`src/rtl/cbs_pkg.sv`:
```
// Shared types and constants of the cubic B-spline sampler.
package cbs_pkg;

    localparam int MAX_SAMPLES = 64;
    localparam int COEF_W      = 20;
    localparam int ACC_W       = 56;
    localparam int PROD_W      = COEF_W + 33;
    // Reciprocal of 6 for the position rounding, exact below 2**21
    localparam int RECIP_SH    = 22;
    localparam logic [19:0] RECIP_K = 20'd699051;
    // Offset of six times half the output range
    localparam int POS_OFS     = 196608;

    localparam logic [1:0] REG_SAMPLES = 2'd0;
    localparam logic [1:0] REG_T_STEP  = 2'd1;
    localparam logic [1:0] REG_SPACING = 2'd2;

    typedef struct packed {
        logic signed [COEF_W-1:0] a;
        logic signed [COEF_W-1:0] b;
        logic signed [COEF_W-1:0] c;
        logic signed [COEF_W-1:0] d;
        logic signed [COEF_W-1:0] bd;
        logic signed [COEF_W-1:0] cd;
    } coef_t;

    typedef struct packed {
        coef_t [2:0] axis;
        logic [6:0]  n;
        logic [15:0] t_step;
        logic [6:0]  spacing;
    } job_t;

    typedef struct packed {
        logic push;
        logic pop;
        logic full;
        logic avail;
    } qctl_t;

endpackage

```
`src/rtl/cbs_queue.sv`:
```
// Two-entry segment job queue between front and back.
module cbs_queue
(
    input  logic           clk,
    input  logic           rst_n,
    input  logic           push,
    input  cbs_pkg::job_t  push_job,
    input  logic           pop,
    output cbs_pkg::qctl_t ctl,
    output cbs_pkg::job_t  head
);

    cbs_pkg::job_t mem_reg [0:1];
    logic          wr_reg, rd_reg;
    logic [1:0]    cnt_reg;

    assign head      = mem_reg[rd_reg];
    assign ctl.push  = push;
    assign ctl.pop   = pop;
    assign ctl.full  = (cnt_reg == 2'd2);
    assign ctl.avail = (cnt_reg != 2'd0);

    // Store pushed jobs
    always_ff @(posedge clk)
    begin
        if (push)
            mem_reg[wr_reg] <= push_job;
    end

    // Advance pointers and count
    always_ff @(posedge clk or negedge rst_n)
    begin
        if (!rst_n)
        begin
            wr_reg  <= 1'b0;
            rd_reg  <= 1'b0;
            cnt_reg <= 2'd0;
        end
        else
        begin
            if (push)
                wr_reg <= !wr_reg;
            if (pop)
                rd_reg <= !rd_reg;
            cnt_reg <= cnt_reg + 2'(push) - 2'(pop);
        end
    end

endmodule

```
`config.mk`:
```
export PLATFORM = sky130hd
export DESIGN_NAME = cbs_queue
export DESIGN_NICKNAME = d
export VERILOG_FILES = /design/src/rtl/cbs_pkg.sv /design/src/rtl/cbs_queue.sv
export SDC_FILE = /design/constraint.sdc
export NUM_CORES = 1
export LEC_CHECK = 0
export BUFFER_PORTS_ARGS = -buffer_cell sky130_fd_sc_hd__buf_2
export CAP_MARGIN = 15
export CORE_AREA = 2 2 302 304
export DETAILED_ROUTE_END_ITERATION = 10
export DIE_AREA = 0 0 304 306
export HOLD_SLACK_MARGIN = 0.12
export PLACE_DENSITY = 0.55
export RECOVER_POWER = 50
export SETUP_SLACK_MARGIN = 0.5
export SYNTH_ARGS = -nofsm -noshare
export SYNTH_HDL_FRONTEND = slang
export SYNTH_SLANG_ARGS = --single-unit
```
`constraint.sdc`:
```
create_clock -name clk -period 39.5 [get_ports clk]
set_input_delay 7.9 -clock clk [delete_from_list [all_inputs] [get_ports clk]]
set_output_delay 7.9 -clock clk [all_outputs]
set_load 0.02 [all_outputs]
```
Word level (Yosys, flattened, before mapping)
Memories as Yosys holds them, arrays and structs flattened.
Index checks and enable logic that the tools add are counted.
{"block": "op_classes", "muxes": 2, "eq_ne": 1, "add_sub_neg": 2, "n_lt_le_gt_ge": 0, "n_mul": 0, "bitwise_logic": 0, "n_reduce_logical": 3, "div": 0, "shifts": 0}
{"operator": "$add 2x1->2", "n": 1}
{"operator": "$eq 2x2->1 const B", "n": 1}
{"operator": "$logic_not 1->1", "n": 2}
{"operator": "$mux 1", "n": 2}
{"operator": "$reduce_bool 2->1", "n": 1}
{"operator": "$sub 2x1->2", "n": 1}
{"block": "totals", "wordCells": 12, "mem_bits_rw": 780, "in_bits": 394, "n_memories": 1, "latch_bits": 0, "rom_bits": 0, "out_inout_bits": 394, "reg_bits": 4}
{"memory": "mem_reg", "depth": 2, "width": 390, "read_ports": 1, "rd_ports_with_merged_regs": 0, "wr": 1, "line": "cbs_queue.sv:13", "rtl": "cbs_pkg::job_t mem_reg [0:1];"}

Longest topological paths before layout
{"block": "depth", "depth_word": 2, "mapped_depth": 5, "mapped_depth_nobuf": 5}

Worst setup path before layout
No wires, ideal clock.
{"block": "synth_timing", "path_kind": "input to register", "start": "in push", "end": "mem mem_reg[0][0] in the netlist's numbering, enable pin", "setup_slack_ps": 13663, "arrival_time_ps": 24639, "t_required_ps": 38303, "n_path_buf": 0, "setup_time_ps": 1197, "cell_stages": 1, "cell_sequence": "nor2b_1"}
{"block": "synth_between", "elab_chain_cells": 2}
{"element": "start, declared", "line": "cbs_queue.sv:6", "rtl": "input logic push,"}
{"element": "$mux 1", "line": "cbs_queue.sv:26", "rtl": "if (push)"}
{"element": "$mux 1 (not written as such)", "line": "cbs_queue.sv:27", "rtl": "mem_reg[wr_reg] <= push_job;"}
{"element": "end, declared", "line": "cbs_queue.sv:13"}
Every way passes these cells.

Final worst setup path
{"block": "layout_timing", "start": "in push", "end": "mem mem_reg[1][193] in the netlist's numbering, enable pin"}
The elaborated chain is that of the path after synthesis.

==> qor.csv <==
metric,value,unit
Final ANT Viol Nets,0,
buffer levels on the longest clock path,3,
setup bufs post-CTS,0,
layout cells sized above 1,50.2,%
die width,304,um
fin nets,2470,
CP max stage delay,5510,ps
period utilization,42.7,%
setup violators final,0,
number of DRC markers in iteration 0,716,
"Seq/Total Area, Yosys",81.5,%
die area,93000,um2
wire length per cell,20.4,um
hold path start,wr_reg,
violated checks,"max-capacitance violations, max-slew violations",
"commonest non-fill, non-tap cells in the layout","edfxtp_1 (780), buf_2 (581), mux2_2 (279)",
routability cong.,0.791,
R2R setup slack,29700,ps
CP max stage cell,clkbuf_1,
vias in the first global route,15600,
"critical path fanouts, max",136,
WS Path Type,in2reg,
PortBufs,787,
Mapped Nets,1627,
DPL Wire Length,47.1,mm
root buffer cell,clkbuf_16,
mux cell area share after synthesis,16.4,%
outcome,finished with violations,
Area Overhead vs Synth,25.6,%
Gate Count Post-Synth,1231,
CTS sink count,784,
Synth Area per Inst,23.4,um2
DR pass1 iterations,4,
FF-to-FF Start,wr_reg,
adder-cell area share of the yosys netlist,0.0867,%
Worst-Margin Slew,7630,ps
"commonest non-fill, non-tap cell in the layout",edfxtp_1,
Seq cells post-synth,784,
worst setup path startpoint,push,
total wire length,67.9,mm
Area after DPL,33900,um2
Hold Path Stages,1,
critical path launch point type,input pin,
Post-Synth XOR/XNOR Area,0.143,%
CP required,39500,ps
Reg2Reg Depth,2,
unrepaired setup endpoints after global routing,false,
LEAKAGE,13.2,nW
fraction of the mapped netlist area in compound gates,0,%
worst min-delay path category,reg2reg,
MaxCap Viol Count,5,
Via density,4.39,
fin. max-slew vios,350,
DRC errors left,0,
Initial Utilization,32.2,%
Final Power,2.78,mW
Yosys cell types,14,
Worst slew margin,-408,%
main combinational cell family by area after synthesis,multiplexers,
clock latency on the worst-skew pair,640,ps
max FFs per register,780,
CTS Buf Count,84,
P per Cell Area,76.8,nW/um2
global-route wire length before repair,97.2,mm
Max Freq,59.3,MHz
post-synthesis simple-gate area fraction,0.0867,%
R2R Path End,mem_reg[1][193],
CP arrival,16880,ps
Worst Clk Skew,21.2,ps
Ports,788,
Post-Synthesis Cell Area,28900,um2
overall routing resource usage,14.0,%
synthesis warning total,0,
Hold EP,wr_reg,
largest net degree at the start of global routing,137,
global route overflow,0,
cell row count,110,
cts hold-fix bufs,0,
CTS tree,done,
cell area after layout,36200,um2
TNS Setup,0,ps
Tmin final,16870,ps
Worst-path clk slew,60,ps
final hold vios,0,
maximum vdd ir drop,52.8,uV
initial antenna violation count,20,
CP Cell Sequence,"clkbuf_1, and2_0, clkbuf_1",
Die Ht,306,um
Worst path most repeated cell,clkbuf_1,
DR vias,14600,
Core ar.,89600,um2
H-Tree Level Count,3,
CTS resizes,0,
Worst setup EP type,flip-flop,
[final cells by class]
class / count / area [um2]
diodes: 16 / 40.0
repair buffers: 803 / 3790
flip-flops and latches: 784 / 23500
fillers: 8198 / 53400
well taps: 1176 / 1470
clock inverters: 46 / 374
multi-input cells: 399 / 4820
clock buffers: 103 / 2220
inverters: 2 / 7.51
[cells by family (layout without fill, tap and decap cells)]
group | count (synthesis) | after routing
and+or+nand+nor | 4 | 4
other | 0 | 16
xor gates and xnor gates | 3 | 3
buffers and inverters | 48 | 954
adders and majority gates | 2 | 2
DFF | 784 | 784
muxes | 390 | 390
[report_power, final]
part / internal (mW) / switching (mW)
combinational: 0.335 / 0.546
clock: 0.430 / 0.311
sequential: 1.12 / 0.0440
total: 1.88 / 0.901
[cell usage after synthesis (all sizes together)]
master  number  area [um2]
nor2b        2        12.5
inv          2        7.51
xor3         1        23.8
mux2       390        4730
and2         1        6.26
or2          1        6.26
xor2         2        17.5
buf         46         507
dfrtp        4         100
edfxtp     780       23400
ha           2        25.0
[worst max path at each step]
stage | to | slack [ps]
after floorplan | mem_reg[0][0] | 13660
after global placement | ctl[3] | 23380
after detailed placement | ctl[3] | 23390
after CTS | ctl[3] | 23380
after global routing | mem_reg[1][193] | 21670
final | mem_reg[1][193] | 22630
[worst max-delay path, delay by kind of cell]
family / cells / cell delay [ps]
buffers and inverters: 2 / 5690
AND/OR/NAND/NOR: 1 / 3030
[through the flow]
step / hold slack (ps) / setup WS, ps / std cells / utilization (%)
2_1_floorplan: 455 / 13660 / 1231 / -
3_3_place_gp: 541 / 23380 / 3164 / 37.8
3_5_place_dp: 555 / 23390 / 3164 / 37.8
4_1_cts: 571 / 23380 / 3313 / 40.7
5_1_grt: 525 / 21670 / 3325 / 40.4
6_report: 519 / 22630 / 3329 / 40.5
[routing by layer]
layer / part of all wire, % / vias to the layer above / GRT usage (%)
met5: 0.11 / - / 0
met4: 3.6 / 12 / 7.37
met3: 8.5 / 140 / 5.52
met2: 53 / 529 / 24.9
met1: 35 / 7285 / 14.2
li1: - / 6653 / -
No activity file was read; power rests on OpenSTA's default activity.
