`src/rtl/cbs_pkg.sv`:
```
// Shared types and constants of the cubic B-spline sampler.
package cbs_pkg;

    localparam int MAX_SAMPLES = 64;
    localparam int COEF_W      = 20;
    localparam int ACC_W       = 56;
    localparam int PROD_W      = COEF_W + 33;
    // Reciprocal of 6 for the position rounding, exact below 2**21
    localparam int RECIP_SH    = 22;
    localparam logic [19:0] RECIP_K = 20'd699051;
    // Offset of six times half the output range
    localparam int POS_OFS     = 196608;

    localparam logic [1:0] REG_SAMPLES = 2'd0;
    localparam logic [1:0] REG_T_STEP  = 2'd1;
    localparam logic [1:0] REG_SPACING = 2'd2;

    typedef struct packed {
        logic signed [COEF_W-1:0] a;
        logic signed [COEF_W-1:0] b;
        logic signed [COEF_W-1:0] c;
        logic signed [COEF_W-1:0] d;
        logic signed [COEF_W-1:0] bd;
        logic signed [COEF_W-1:0] cd;
    } coef_t;

    typedef struct packed {
        coef_t [2:0] axis;
        logic [6:0]  n;
        logic [15:0] t_step;
        logic [6:0]  spacing;
    } job_t;

    typedef struct packed {
        logic push;
        logic pop;
        logic full;
        logic avail;
    } qctl_t;

endpackage

```
`src/rtl/cbs_front.sv`:
```
// Front end: config registers, point window and segment coefficient setup.
module cbs_front
(
    input  logic          clk,
    input  logic          rst_n,
    input  logic          s_tvalid,
    output logic          s_tready,
    input  logic [47:0]   s_tdata,
    input  logic          cfg_valid,
    output logic          cfg_ready,
    input  logic [1:0]    cfg_index,
    input  logic [15:0]   cfg_data,
    input  logic          q_full,
    output logic          push,
    output cbs_pkg::job_t push_job
);

    logic [6:0]         spp_reg;
    logic [15:0]        tstep_reg;
    logic [6:0]         spacing_reg;
    logic signed [15:0] win_reg [0:8];
    logic [1:0]         seen_reg;
    logic               accept;
    logic [6:0]         n_eff;
    logic signed [15:0] pt [0:2];

    assign cfg_ready = 1'b1;
    assign s_tready  = !q_full;
    assign accept    = s_tvalid && s_tready;

    assign pt[0] = s_tdata[15:0];
    assign pt[1] = s_tdata[31:16];
    assign pt[2] = s_tdata[47:32];

    // Clamp the sample count to the supported maximum
    assign n_eff = (spp_reg > 7'(cbs_pkg::MAX_SAMPLES)) ? 7'(cbs_pkg::MAX_SAMPLES) : spp_reg;

    // Form basis coefficients for each axis
    always_comb
    begin
        logic signed [cbs_pkg::COEF_W-1:0] q0, q1, q2, q3;
        push_job = '0;
        for (int c = 0; c < 3; c++)
        begin
            q0 = cbs_pkg::COEF_W'(win_reg[c]);
            q1 = cbs_pkg::COEF_W'(win_reg[3+c]);
            q2 = cbs_pkg::COEF_W'(win_reg[6+c]);
            q3 = cbs_pkg::COEF_W'(pt[c]);
            push_job.axis[c].a  = cbs_pkg::COEF_W'(-q0 + 3*q1 - 3*q2 + q3);
            push_job.axis[c].b  = cbs_pkg::COEF_W'(3*q0 - 6*q1 + 3*q2);
            push_job.axis[c].c  = cbs_pkg::COEF_W'(-3*q0 + 3*q2);
            push_job.axis[c].d  = cbs_pkg::COEF_W'(q0 + 4*q1 + q2);
            push_job.axis[c].bd = cbs_pkg::COEF_W'(2*q0 - 4*q1 + 2*q2);
            push_job.axis[c].cd = q2 - q0;
        end
        push_job.n       = n_eff;
        push_job.t_step  = tstep_reg;
        push_job.spacing = spacing_reg;
    end

    assign push = accept && (seen_reg == 2'd3) && (n_eff != 7'd0);

    // Take config writes
    always_ff @(posedge clk or negedge rst_n)
    begin
        if (!rst_n)
        begin
            spp_reg     <= 7'd16;
            tstep_reg   <= 16'd4096;
            spacing_reg <= 7'd4;
        end
        else if (cfg_valid && cfg_ready)
        begin
            case (cfg_index)
                cbs_pkg::REG_SAMPLES: spp_reg     <= cfg_data[6:0];
                cbs_pkg::REG_T_STEP:  tstep_reg   <= cfg_data;
                cbs_pkg::REG_SPACING: spacing_reg <= cfg_data[6:0];
                default: ;
            endcase
        end
    end

    // Shift the window on every accepted point
    always_ff @(posedge clk or negedge rst_n)
    begin
        if (!rst_n)
        begin
            seen_reg <= 2'd0;
            for (int i = 0; i < 9; i++)
                win_reg[i] <= '0;
        end
        else if (accept)
        begin
            for (int i = 0; i < 6; i++)
                win_reg[i] <= win_reg[i+3];
            for (int c = 0; c < 3; c++)
                win_reg[6+c] <= pt[c];
            if (seen_reg != 2'd3)
                seen_reg <= seen_reg + 2'd1;
        end
    end

endmodule

```
`config.mk`:
```
export PLATFORM = sky130hd
export DESIGN_NAME = cbs_front
export DESIGN_NICKNAME = d
export VERILOG_FILES = /design/src/rtl/cbs_pkg.sv /design/src/rtl/cbs_front.sv
export SDC_FILE = /design/constraint.sdc
export NUM_CORES = 2
export LEC_CHECK = 0
export ABC_AREA = 1
export BUFFER_PORTS_ARGS = -buffer_cell sky130_fd_sc_hd__buf_4
export CORE_UTILIZATION = 66
export CTS_BUF_LIST = sky130_fd_sc_hd__clkbuf_2 sky130_fd_sc_hd__clkbuf_4 sky130_fd_sc_hd__clkbuf_8
export DETAILED_ROUTE_END_ITERATION = 10
export GPL_ROUTABILITY_DRIVEN = 0
export PLACE_DENSITY_LB_ADDON = 0.15
export SYNTH_ARGS = -nofsm -noshare
export SYNTH_HDL_FRONTEND = slang
export SYNTH_SLANG_ARGS = --single-unit
```
`constraint.sdc`:
```
create_clock -name clk -period 15.68 [get_ports clk]
set_input_delay 3.136 -clock clk [delete_from_list [all_inputs] [get_ports clk]]
set_output_delay 3.136 -clock clk [all_outputs]
set_load 0.05 [all_outputs]
```
# Word-level counts from Yosys, hierarchy flattened
# Index checks and enable logic that the tools add are counted.
# Widths: inputs -> output; s select.
[word_totals]
regBits = 176
in_bits = 71
[classes]
addsub = 37
multipliers = 15
order_cmp = 1
eq_ne = 4
muxes = 1
reduce_logical = 10
[ops]
columns = ["cell", "n"]
rows = [
  ["$mul 3x16->19 const A", 15],
  ["$add 20x19->20", 6],
  ["$add 19x16->20", 3],
  ["$add 19x17->20", 3],
  ["$add 19x19->20", 3],
  ["$add 20x16->20", 3],
  ["$neg 16->20", 3],
  ["$sub 19x20->20", 3],
  ["$sub 20x19->20", 3],
  ["$add 16x18->19", 3],
  ["$sub 17x18->19", 3],
  ["$sub 16x16->17", 3],
  ["$reduce_and 2->1", 4],
  ["$gt 7x7->1 const B", 1],
  ["$mux 7", 1],
  ["$reduce_bool 7->1", 1],
  ["$eq 2x2->1 const B", 2],
  ["$logic_and 1x1->1", 3],
  ["$add 2x1->2 const B", 1],
  ["$eq 2x1->1 const B", 1],
  ["$logic_not 2->1", 1],
  ["$ne 2x2->1 const B", 1],
  ["$logic_not 1->1", 1],
]

# Longest topological paths before layout
[logic_depth]
ltp_word = 4
ltp_mapped = 27

# Least setup slack after synthesis
# No wires, ideal clock.
[synth_timing]
kind = "input to output"
from = "input s_tdata[2]"
to = "output push_job[146] in the netlist's numbering"
arrival_time_ps = 7057
required_ps = 12544
slack_ps = 5487
path_stages = 16
cell_sequence = "inv_1 fa_1 fa_1 inv_1 fa_1 ha_1 inv_1 fa_1 nor2_1 a211oi_1 o21bai_1 a31oi_1 o21ai_1 nand2_1 nand2_1 xor2_1"
[synth_rtl]
columns = ["element", "line", "source"]
rows = [
  ["from (decl)", "cbs_front.sv:8", "input logic [47:0] s_tdata,"],
  ["to (decl)", "cbs_front.sv:15", "output cbs_pkg::job_t push_job"],
]

==> flow_summary.yaml <==
synth:
  syn-cell-area_um2: 39200
  synth.distinct_cells: 63
  yosys.area.top_type: "ha_1"
  synth.yosys.seq_area_share_pct: 11.2
  ys.flop_type: "dfrtp_1"
  synth_edf_count: 0
  synth-seq-cells: 176
  synth-warning-count: 0
  synth_top_area_share_pct: 22.5
  synthTopCellsByArea: "ha_1 22%, fa_1 21%, dfrtp_1 11%, inv_1 10%, nand2_1 7.2%"
  syn_area_per_cell_um2: 8.05
  async_flop_share_pct: 100
  synthCells: 4872
cts:
  cts_setup_buffers: 0
  cts_buffers: 17
  clock_latency_ns: 0.60
  clk_pin_slew_ns: 0.11
  cts_tree: "yes"
  postCtsHoldBufs: 0
  cts_root_buf: "clkbuf_8"
  clkSinkCount: 176
  htreeDepth: 4
  cts_buffer_depth: 2
  ctsResizeCount: 0
sta:
  hold_violations: 0
  fmax_ghz: 0.0949
  tns_ns: 0
  fin_worst_skew_ns: 0.0168
  finalCritPeriodShare_pct: 67.2
  maxSlewViolCount: 0
  setup-violations-final: 0
  rsz0062_at_grt: "false"
  worst_pin_slew_ns: 1.09
  period_minus_slack_ns: 10.54
  max_slew_margin_pct: 26.2
floorplanning:
  start_util_pct: 66.6
  die_w_um: 246
  rows: 89
  die_y_um: 246
  io_pins: 464
  design.die.area_um2: 60400
  core_area_um2: 58900
grt:
  grt-ovfl-total: 0
  grt_max_degree: 107
  grt_pass1_vias: 33925
  track_usage_pct: 36.5
  antenna_found_initial: 1
  grt_pass1_wl_um: 173000
drt:
  wl_per_cell_um: 17.7
  drt-pass1-iter-count: 6
  wl_um: 108000
  vias: 34305
  postRouteAntennaNets: 0
  drc: 0
  vias_per_cell: 5.64
  drt_iter0_drc: 2578
flow_run:
  drv_cap: 0
status:
  status: "finished clean"
place:
  place.port_buffers: 459
  placed_area_um2: 43400
  dp_hpwl_um: 92400
setup_path:
  crit_chain: "buf_4 > inv_1 > fa_1 > fa_1 > inv_1 > fa_1 > ha_1 > inv_1 > fa_1 > nor2_1 > a211oi_1 > o21bai_1 > a31oi_1 > o21ai_1 > nand2_1 > nand2_1 > xor2_1 > buf_4"
  crit_arrival_ns: 7.40
  cp_slowest_cell: "fa_1"
  crit_top_cell: "fa_1"
  cp.required_ns: 12.54
  cp_max_fo: 4
  crit_path_end_kind: "primary output"
  critPathKind: "input pin to primary output"
  max_stage_delay_ns: 0.55
  cp-start-kind: "input pin"
finish:
  areaGrowthSynthToFinish_pct: 11.6
  drive_gt1_share_pct: 11.6
  layout_common_cells: "1067 x inv_1, 754 x nand2_1, 705 x ha_1, 463 x buf_4, 407 x fa_1"
  largest_reg_flops: 144
  design_area_um2: 43800
  final_nets: 6475
  final_common_cell: "inv_1"
hold_path:
  hp-class: "flip-flop to flip-flop"
==> cells in the mapped netlist, types with 6 or more instances <==
cell	count
dfrtp_1	173
nand3_1	136
nor2_1	148
nand2_1	755
o21ai_2	28
and2_1	10
xnor2_1	123
a21boi_2	9
o21bai_1	20
o21ai_0	297
a21oi_2	13
o211ai_1	7
a21boi_1	11
nand3b_1	12
buf_4	25
fa_1	407
nor2_2	6
xor2_1	276
o21ai_1	23
ha_1	705
a21oi_1	353
clkbuf_1	32
nand4_1	20
inv_1	1067
a21o_1	22
o2111ai_1	8
nand2_2	23
nor3_1	24
nor4_1	14
mux2_2	10
a31oi_1	29
o31ai_1	16
inv_2	6
==> metrics by stage <==
step | util, % | cells | setup slack, ns | hold slack [ns]
after floorplan | - | 4874 | 5.49 | 0.453
after global placement | 73.6 | 6046 | 5.31 | 0.468
after detailed placement | 73.6 | 6046 | 5.22 | 0.473
after CTS | 74.3 | 6078 | 5.23 | 0.491
after global routing | 74.3 | 6079 | 4.95 | 0.527
final | 74.3 | 6079 | 5.14 | 0.491
==> logic make-up (layout without fill, tap and decap cells) <==
group	Yosys count	after routing	share of synthesized area, %
and+or+nand+nor	1162	1162	12.4
xor gates and xnor gates	404	404	9.14
buffers and inverters	1138	1569	11.1
muxes	10	10	0.287
DFF	176	176	11.2
AOI/OAI and AO/OA	868	868	12.5
other	2	5	0.0191
adders and majority gates	1112	1112	43.2
==> worst paths after layout <==
check                      cells after the start  slack [ns]                     from                 endpoint
max                                           18        5.14               s_tdata[2]            push_job[146]
min                                            1        0.49  seen_reg[0]$_DFFE_PN0P_  seen_reg[0]$_DFFE_PN0P_
max reg2reg                                    2       14.47  win_reg[47]$_DFFE_PN0P_  win_reg[95]$_DFFE_PN0P_
min reg2reg                                    1        0.49  seen_reg[0]$_DFFE_PN0P_  seen_reg[0]$_DFFE_PN0P_
max in group asynchronous                      2       11.83                    rst_n   win_reg[6]$_DFFE_PN0P_
min in group asynchronous                      1        2.47                    rst_n  win_reg[39]$_DFFE_PN0P_
==> critical path: cells and delay by family <==
kind	cells	cell delay (ns)
and+or+nand+nor	3	0.28
adders and majority gates	5	2.29
buffers and inverters	5	0.50
AOI/OAI and AO/OA	4	1.04
xor gates and xnor gates	1	0.15
==> cell type report <==
type / instances / area, um2
multi-input combinational: 3560 / 30500
clock buffer: 17 / 234
sequential: 176 / 4410
fill: 4601 / 15100
tap: 773 / 967
timing repair buffer: 464 / 3490
clock inverter: 15 / 186
antenna: 1 / 2.50
inverter: 1073 / 4030
==> metal layers <==
metal  vias to the layer above  global-route usage [%]  part of all wire, %
li1                      16428                       -                    -
met1                     16311                    48.9                   42
met2                      1333                    58.7                   46
met3                       233                    6.22                  8.2
met4                         0                    14.7                  4.0
met5                         -                       0                    0
Power is not shown: default switching activity piles up to over one toggle a cycle in this logic, so the estimate is an artifact.
