--- config.mk ---
export PLATFORM = sky130hd
export DESIGN_NAME = cbs_back
export DESIGN_NICKNAME = d
export VERILOG_FILES = /design/src/rtl/cbs_pkg.sv /design/src/rtl/cbs_back.sv
export SDC_FILE = /design/constraint.sdc
export NUM_CORES = 2
export LEC_CHECK = 0
export ABC_AREA = 1
export ABC_CLOCK_PERIOD_IN_PS = 38900
export BUFFER_PORTS_ARGS = -buffer_cell sky130_fd_sc_hd__buf_4
export CAP_MARGIN = 20
export CORE_MARGIN = 2
export CORE_UTILIZATION = 60
export CTS_CLUSTER_SIZE = 24
export DETAILED_ROUTE_END_ITERATION = 8
export PLACE_DENSITY_LB_ADDON = 0.25
export SLEW_MARGIN = 0
export SYNTH_ARGS = -nofsm -noshare
export SYNTH_HDL_FRONTEND = slang
export SYNTH_SLANG_ARGS = --single-unit
--- constraint.sdc ---
create_clock -name clk -period 38.9 [get_ports clk]
set_clock_uncertainty 0.2 [all_clocks]
set_input_delay 5.835 -clock clk [delete_from_list [all_inputs] [get_ports clk]]
set_output_delay 5.835 -clock clk [all_outputs]
set_load 0.05 [all_outputs]
--- src/rtl/cbs_pkg.sv ---
// Shared types and constants of the cubic B-spline sampler.
package cbs_pkg;

    localparam int MAX_SAMPLES = 64;
    localparam int COEF_W      = 20;
    localparam int ACC_W       = 56;
    localparam int PROD_W      = COEF_W + 33;
    // Reciprocal of 6 for the position rounding, exact below 2**21
    localparam int RECIP_SH    = 22;
    localparam logic [19:0] RECIP_K = 20'd699051;
    // Offset of six times half the output range
    localparam int POS_OFS     = 196608;

    localparam logic [1:0] REG_SAMPLES = 2'd0;
    localparam logic [1:0] REG_T_STEP  = 2'd1;
    localparam logic [1:0] REG_SPACING = 2'd2;

    typedef struct packed {
        logic signed [COEF_W-1:0] a;
        logic signed [COEF_W-1:0] b;
        logic signed [COEF_W-1:0] c;
        logic signed [COEF_W-1:0] d;
        logic signed [COEF_W-1:0] bd;
        logic signed [COEF_W-1:0] cd;
    } coef_t;

    typedef struct packed {
        coef_t [2:0] axis;
        logic [6:0]  n;
        logic [15:0] t_step;
        logic [6:0]  spacing;
    } job_t;

    typedef struct packed {
        logic push;
        logic pop;
        logic full;
        logic avail;
    } qctl_t;

endpackage

--- src/rtl/cbs_back.sv ---
// Back end: per-sample evaluation with a multiplier shared by the axes, and output register.
module cbs_back
(
    input  logic           clk,
    input  logic           rst_n,
    input  cbs_pkg::qctl_t ctl,
    input  cbs_pkg::job_t  head,
    output logic           pop,
    output logic           m_tvalid,
    input  logic           m_tready,
    output logic [103:0]   m_tdata,
    output logic           m_tuser,
    output logic           m_tlast
);

    typedef enum logic [4:0]
    {
        ST_IDLE  = 5'b00001,
        ST_PARAM = 5'b00010,
        ST_SQR   = 5'b00100,
        ST_CUBE  = 5'b01000,
        ST_AXIS  = 5'b10000
    } state_t;

    state_t             state_reg;
    cbs_pkg::job_t      job_reg;
    logic [5:0]         k_reg;
    logic [6:0]         tcnt_reg;
    logic [21:0]        acc_reg;
    logic [15:0]        u_reg;
    logic [31:0]        t2_reg, t3_reg;
    logic               tg_reg;
    logic [1:0]         axis_reg;
    logic [2:0]         ph_reg;
    logic               emit_reg;
    logic signed [cbs_pkg::ACC_W-1:0] accp_reg, accd_reg;
    logic signed [23:0] mp_reg;
    logic [38:0]        recip_reg;
    logic [1:0]         sat_reg;
    logic [15:0]        pos_reg [0:2];
    logic [15:0]        dir_reg [0:2];
    logic               out_valid_reg, out_user_reg, out_last_reg;
    logic [103:0]       out_data_reg;

    cbs_pkg::coef_t     co;
    logic signed [cbs_pkg::COEF_W-1:0] opa;
    logic [31:0]        opb;
    logic signed [cbs_pkg::PROD_W-1:0] prod;
    logic signed [cbs_pkg::ACC_W-1:0]  prod_x, pos_sum, dir_sum;
    logic signed [22:0] dq;
    logic [15:0]        dsat;
    logic [18:0]        xofs;
    logic [47:0]        cube;
    logic               last_k, out_free, load_beat;

    assign co     = job_reg.axis[axis_reg];
    assign last_k = ({1'b0, k_reg} == job_reg.n - 7'd1);
    assign out_free = !out_valid_reg || m_tready;
    assign load_beat = (state_reg == ST_IDLE) && emit_reg && out_free;
    assign pop    = (state_reg == ST_IDLE) && !emit_reg && ctl.avail;

    // Select multiplier operands by phase
    always_comb
    begin
        case (ph_reg)
            3'd0:    begin opa = co.a;  opb = t3_reg;          end
            3'd1:    begin opa = co.b;  opb = t2_reg;          end
            3'd2:    begin opa = co.c;  opb = {16'd0, u_reg};  end
            3'd3:    begin opa = co.a;  opb = t2_reg;          end
            default: begin opa = co.bd; opb = {16'd0, u_reg};  end
        endcase
    end

    assign prod    = opa * $signed({1'b0, opb});
    assign prod_x  = cbs_pkg::ACC_W'(prod);
    assign pos_sum = accp_reg + ((cbs_pkg::ACC_W'(co.d) + 56'sd3) <<< 32);
    assign dir_sum = accd_reg + ((cbs_pkg::ACC_W'(co.cd) + 56'sd1) <<< 32);
    assign dq      = dir_sum[55:33];
    assign dsat    = (dq > 23'sd32767) ? 16'h7FFF :
                     (dq < -23'sd32768) ? 16'h8000 : dq[15:0];
    assign xofs    = 19'(mp_reg + 24'(cbs_pkg::POS_OFS));
    assign cube    = t2_reg * u_reg;

    // Present the output register
    assign m_tvalid = out_valid_reg;
    assign m_tdata  = out_data_reg;
    assign m_tuser  = out_user_reg;
    assign m_tlast  = out_last_reg;

    // Hold the output beat until the receiver takes it
    always_ff @(posedge clk or negedge rst_n)
    begin
        if (!rst_n)
            out_valid_reg <= 1'b0;
        else if (load_beat)
            out_valid_reg <= 1'b1;
        else if (m_tready)
            out_valid_reg <= 1'b0;
    end

    // Sequence one sample at a time
    always_ff @(posedge clk or negedge rst_n)
    begin
        if (!rst_n)
        begin
            state_reg     <= ST_IDLE;
            emit_reg      <= 1'b0;
            k_reg         <= '0;
            tcnt_reg      <= '0;
            acc_reg       <= '0;
            axis_reg      <= '0;
            ph_reg        <= '0;
        end
        else
        begin
            case (state_reg)
                ST_IDLE:
                begin
                    if (emit_reg)
                    begin
                        // Wait for the output slot, then step to the next sample unless this was the last
                        if (out_free)
                        begin
                            emit_reg      <= 1'b0;
                            if (!last_k)
                            begin
                                k_reg     <= k_reg + 6'd1;
                                tcnt_reg  <= (tcnt_reg + 7'd1 == job_reg.spacing) ? 7'd0
                                             : tcnt_reg + 7'd1;
                                acc_reg   <= acc_reg + 22'(job_reg.t_step);
                                state_reg <= ST_PARAM;
                            end
                        end
                    end
                    else if (ctl.avail)
                    begin
                        k_reg     <= '0;
                        tcnt_reg  <= '0;
                        acc_reg   <= '0;
                        state_reg <= ST_PARAM;
                    end
                end
                ST_PARAM: state_reg <= ST_SQR;
                ST_SQR:   state_reg <= ST_CUBE;
                ST_CUBE:
                begin
                    axis_reg  <= '0;
                    ph_reg    <= '0;
                    state_reg <= ST_AXIS;
                end
                ST_AXIS:
                begin
                    ph_reg <= ph_reg + 3'd1;
                    if (ph_reg == 3'd7)
                    begin
                        if (axis_reg == 2'd2)
                        begin
                            emit_reg  <= 1'b1;
                            state_reg <= ST_IDLE;
                        end
                        else
                            axis_reg <= axis_reg + 2'd1;
                    end
                end
                default: state_reg <= ST_IDLE;
            endcase
        end
    end

    // Datapath registers
    always_ff @(posedge clk)
    begin
        if (pop)
            job_reg <= head;
        if (state_reg == ST_PARAM)
        begin
            u_reg  <= (acc_reg > 22'd65535) ? 16'hFFFF : acc_reg[15:0];
            tg_reg <= (job_reg.spacing != 7'd0) && (tcnt_reg == 7'd0);
        end
        if (state_reg == ST_SQR)
            t2_reg <= u_reg * u_reg;
        if (state_reg == ST_CUBE)
            t3_reg <= cube[47:16];
        if (state_reg == ST_AXIS)
        begin
            case (ph_reg)
                3'd0: accp_reg <= prod_x;
                3'd1: accp_reg <= accp_reg + prod_x;
                3'd2: accp_reg <= accp_reg + (prod_x <<< 16);
                3'd3: accd_reg <= prod_x;
                3'd4: accd_reg <= accd_reg + (prod_x <<< 16);
                3'd5:
                begin
                    mp_reg             <= pos_sum[55:32];
                    dir_reg[axis_reg]  <= tg_reg ? dsat : 16'd0;
                end
                3'd6:
                begin
                    sat_reg   <= {mp_reg >= 24'(cbs_pkg::POS_OFS),
                                  mp_reg < -24'(cbs_pkg::POS_OFS)};
                    recip_reg <= xofs * cbs_pkg::RECIP_K;
                end
                default:
                begin
                    pos_reg[axis_reg] <= sat_reg[1] ? 16'h7FFF :
                                         sat_reg[0] ? 16'h8000 :
                                         recip_reg[cbs_pkg::RECIP_SH+15:cbs_pkg::RECIP_SH]
                                         ^ 16'h8000;
                end
            endcase
        end
        // Load the output beat
        if (load_beat)
        begin
            out_data_reg <= {2'b00, k_reg, dir_reg[2], dir_reg[1], dir_reg[0],
                             pos_reg[2], pos_reg[1], pos_reg[0]};
            out_user_reg <= tg_reg;
            out_last_reg <= last_k;
        end
    end

endmodule

# Word level (Yosys, flattened, before mapping)
# Memory sizes are Yosys's and may differ from the RTL's. A register that Yosys moved wholly into a read port is not among the register bits.
# Index checks and enable logic that the tools add are counted.
# Widths: inputs -> output; s select.
[op_classes]
multipliers = 4
addsub = 14
magnitude_cmp = 6
eq_ne = 23
n_mux = 48
bitwise_logic = 1
n_reduce_logical = 28
[ops]
columns = ["op", "count"]
rows = [
  ["$bmux 120 s2", 1],
  ["$add 56x53->56", 3],
  ["$pmux 56 s3", 1],
  ["$mux 120", 1],
  ["$add 56x56->56", 2],
  ["$pmux 56 s2", 1],
  ["$mux 22", 4],
  ["$mux 16", 5],
  ["$pmux 32 s2", 1],
  ["$pmux 20 s3", 1],
  ["$mul 20x33->53", 1],
  ["$mul 32x16->48", 1],
  ["$mul 19x20->38 const B", 1],
  ["$mux 7", 5],
  ["$mul 16x16->32", 1],
  ["$mux 5", 6],
  ["$pmux 5 s5", 1],
  ["$ge 24x19->1 const B", 1],
  ["$lt 24x19->1 const B", 1],
  ["$mux 6", 4],
  ["$gt 23x16->1 const B", 1],
  ["$lt 23x16->1 const B", 1],
  ["$add 22x16->22", 1],
  ["$gt 22x16->1 const B", 1],
  ["43 further kinds", 78],
]
[totals]
inputBits = 397
word_cells = 167
reg_bits = 798
mem_count = 2
out_inout_bits = 108
ramBits = 96
[memory_table]
columns = ["name", "depth", "width", "rd", "rd_clocked_by_memory_dff", "wr", "line_no", "text"]
rows = [
  ["dir_reg", 3, 16, 3, 3, 1, "cbs_back.sv:41", "logic [15:0] dir_reg [0:2];"],
  ["pos_reg", 3, 16, 3, 3, 1, "cbs_back.sv:40", "logic [15:0] pos_reg [0:2];"],
]

# Logic depth before layout (Yosys ltp)
[logic_depth]
ltp_word = 8
depth_mapped = 56
ltp_nobuf = 54

# Worst setup path after synthesis
# No wires, ideal clock.
[synth_timing]
path_type = "input -> output"
from = "input ctl[0] (netlist bit)"
to = "output pop"
arrival_time_ps = 22599
path_slack_ps = 10266
path_buffers = 0
stages = 2
required_time_ps = 32865
path_cell_list = "nand2_1 > nor2_1"
[synth_between]
elab_chain_cells = 1
[synth_rtl]
columns = ["item", "line_no", "text"]
rows = [
  ["start, declared", "cbs_back.sv:6", "input cbs_pkg::qctl_t ctl,"],
  ["$logic_and 1x1->1", "cbs_back.sv:60", "assign pop = (state_reg == ST_IDLE) && !emit_reg && ctl.avail;"],
  ["end, declared", "cbs_back.sv:8", "output logic pop,"],
]
# Every way passes these cells.

# Worst setup path after layout
[layout_timing]
from = "register ph_reg[0]"
to = "register accp_reg[49] (netlist bit), data pin"
[layout_between]
elab_chain_cells = 6
word_cells_on_any_way = 12
classes_between = "add/sub (2); mul (1); eq/ne (3); mux (3); reduce/logical (3)"
[layout_rtl]
columns = ["item", "line_no", "text"]
rows = [
  ["start, declared", "cbs_back.sv:34", "logic [2:0] ph_reg;"],
  ["start signal, assigned", "cbs_back.sv:153", "ph_reg <= ph_reg + 3'd1;"],
  ["$eq 3x2->1 (tied with other cells)", "cbs_back.sv:65", "case (ph_reg)"],
  ["$reduce_or 2->1 (no source line)", "-", ""],
  ["$pmux 20 s3 or $pmux 32 s2 (tied branches)", "cbs_back.sv:65", ""],
  ["$mul 20x33->53", "cbs_back.sv:74", "assign prod = opa * $signed({1'b0, opb});"],
  ["$add 56x56->56 or $add 56x53->56 (tied branches)", "cbs_back.sv:189, cbs_back.sv:188", ""],
  ["$pmux 56 s3 (*)", "cbs_back.sv:186", "case (ph_reg)"],
  ["end signal, assigned", "cbs_back.sv:187", "3'd0: accp_reg <= prod_x;"],
  ["end signal, assigned", "cbs_back.sv:188", "3'd1: accp_reg <= accp_reg + prod_x;"],
  ["end signal, assigned", "cbs_back.sv:189", "3'd2: accp_reg <= accp_reg + (prod_x <<< 16);"],
  ["end, declared", "cbs_back.sv:36", "logic signed [cbs_pkg::ACC_W-1:0] accp_reg, accd_reg;"],
]
# Mark *: on every way between the ends. The rest lies on a longest branch, timed or not.
# A chain may end at the register's enable or synchronous reset.

==> run_results.csv <==
group,metric,value,unit
setup_path,cp-start-kind,"flip-flop",
clock_tree,root_buffer,"clkbuf_16",
placed_design,gp_congestion,1.067,
placed_design,place_hpwl,253.7,mm
status,status,"finished, violations left",
timing,fin_hold_ws,0.1809,ns
floorplanning,core,160000,um^2
clock_tree,cts_buffers,91,
synth,avgSynthCellArea,8.561,um^2
setup_path,max_stage_delay,1.03,ns
floorplanning,rows,147,
clock_tree,post_cts_buffers,0,
synth,synth_compound_area_share,8.184,%
timing,setup_viol_count_final,0,
synth,synth_top_family_by_area,"adder cells",
clock_tree,cts-resized-gates,0,
timing,tightest_slew,1.227,ns
timing,grt_setup_unrepaired,"no",
clock_tree,clk_pin_slew,0.07,ns
timing,fin_tns_setup,0,ns
synth,ys.flop_type,"edfxtp_1",
synth,synthArstFlopShare,5.497,%
layout,final_cell_mix,"nand2_1 (2,433), inv_1 (2,326), fa_1 (1,213)",
hold_path,hold_path.class,"flip-flop to flip-flop",
setup_path,crit_arrival,14.60,ns
synth,synthesis.area,96280,um^2
grt,grt_pass1_vias,81756,
routing,drtPass1Iterations,9,
setup_path,path_common_cell,"inv_1",
routing,vias,79546,
clock_tree,h-tree-depth,3,
synth,yosysSeqAreaShare,26.42,%
floorplanning,chipHeight,404.6,um
synth,synth-edff-count,808,
timing,hold_viol_final,0,
synth,synth_top_area_share,25.22,%
routing,ant_nets,0,
layout,area_growth_syn_to_layout,9.873,%
setup_path,required,39.12,ns
layout,final_nets,14050,
run,drv_cap,0,
placed_design,placedCellCount,13664,
synth,synthSimpleGateAreaFrac,16.91,%
setup_path,cp_num_buf_inv,12,
clock_tree,cts_tree,"yes",
placed_design,numPortBuffers,499,
grt,grt-ovfl-total,0,
clock_tree,holdBufCountCts,0,
layout,layout.cells.non_filler,13831,
grt,grt_pass1_wl,476.1,mm
timing,timing.fmax,69.54,MHz
clock_tree,cts_buffer_depth,3,
synth,synthAdderAreaFrac,35.21,%
synth,synth_mux_area_share,0.2287,%
routing,drc_errors,2,
layout,drive_gt1_share,7.963,%
routing,via_per_inst,5.751,
setup_path,crit_family,"adder cells",
timing,finalCritPeriodShare,36.97,%
synth,synth_seq_cells,855,
floorplanning,initial_core_util,60.17,%
layout,largest_register_ffs,390,
timing,period_needed,14.38,ns
synth,netlist_instances,11247,
synth,yosys_warnings,0,
grt,grt_max_degree,148,
setup_path,critPathKind,"flip-flop to flip-flop",
synth,yosys.area.top_type,"fa_1",
setup_path,worst_setup_path_end_kind,"flip-flop",
layout,nFillCells,12939,
synth,yosysUniqueCellTypes,69,
routing,avgRoutedWirePerCell,22.62,um
grt,antenna_found_initial,13,
layout,final_common_cell,"nand2_1",
setup_path,crit_path_top_delay_cell,"o311ai_0",
routing,wl,312.8,mm
synth,synth-xor-area-share,2.288,%
status,violations,"design-rule violations",
setup_path,crit_path_max_fanout,33,
floorplanning,pin_count,505,
timing,maxSlewHeadroom,17.14,%
floorplanning,die_width,404.6,um
routing,drt-initial-drc-count,7670,
floorplanning,die_area,163700,um^2
grt,grt_usage,38.51,%
synth,synth_area_leaders,"fa_1 (25%), edfxtp_1 (25%), ha_1 (10%)",
clock_tree,clk_latency,0.75,ns
timing,finalMaxSlewViolations,0,
clock_tree,cts_sinks,855,
-- worst paths after layout --
kind	end	start	slack [ns]	depth (start not counted)
min in group asynchronous	k_reg[5]$_DFFE_PN0P_	rst_n	4.93	1
min	m_tdata[21]$_DFFE_PP_	pos_reg[1][5]$_DFFE_PP_	0.18	0
max	accp_reg[49]$_DFFE_PP_	ph_reg[0]$_DFFE_PN0P_	24.52	44
min reg2reg	m_tdata[21]$_DFFE_PP_	pos_reg[1][5]$_DFFE_PP_	0.18	0
max in group asynchronous	axis_reg[0]$_DFFE_PN0P_	rst_n	33.08	1
max reg2reg	accp_reg[49]$_DFFE_PP_	ph_reg[0]$_DFFE_PN0P_	24.52	44
-- cell families (layout without fill, tap and decap cells) --
| logic type | count (synthesis) | in the layout |
|---|---|---|
| other | 2 | 10 |
| and+or+nand+nor | 4046 | 4046 |
| buffers and inverters | 2693 | 3183 |
| muxes | 22 | 22 |
| AOI/OAI and AO/OA | 1397 | 1397 |
| DFF | 855 | 855 |
| adders and majority gates | 1982 | 1982 |
| xor gates and xnor gates | 250 | 250 |
-- cell type report --
type                            instances  area (um^2)  share of cell area [%]
Clock buffer                          107         2347                   2.219
Inverter                             2360         8861                   8.376
Multi-Input combinational cell       7704        60770                   57.45
Timing Repair Buffer                  659         4964                   4.692
Sequential cell                       855        25450                   24.06
Clock inverter                         57        779.5                  0.7368
Tap cell                             2086         2610                   2.467
Antenna cell                            3        7.507                0.007096
-- synthesized netlist by cell type (59+ instances only) --
master,count
nand2_1,2433
inv_1,2326
fa_1,1213
nor2_1,989
edfxtp_1,808
ha_1,769
a21oi_1,547
o21ai_0,479
nand3_1,358
xor2_1,166
clkbuf_1,156
buf_2,86
xnor2_1,83
nor3_1,69
buf_1,68
nand4_1,68
a31oi_1,59
-- stage by stage --
stage          cell area [um^2]  setup slack (ns)  utilization (%)
2_1_floorplan             96300             10.27                -
3_3_place_gp             102600             24.94            64.15
3_5_place_dp             102700             25.01            64.15
4_1_cts                  105800             24.92            66.11
5_1_grt                  105800             24.19            66.11
6_report                 105800             24.52            66.11
-- layer usage --
layer	part of all wire (%)	vias to the layer above	track usage, %
met3	11	808	8.207
met2	45	4146	61.30
li1	-	36088	-
met1	39	38498	50.97
met5	0.012	-	0
met4	5.3	6	16.94
Power is left out: the tool's default activity adds up to more than one toggle a clock period on the data nets, which glitch-free logic cannot reach.
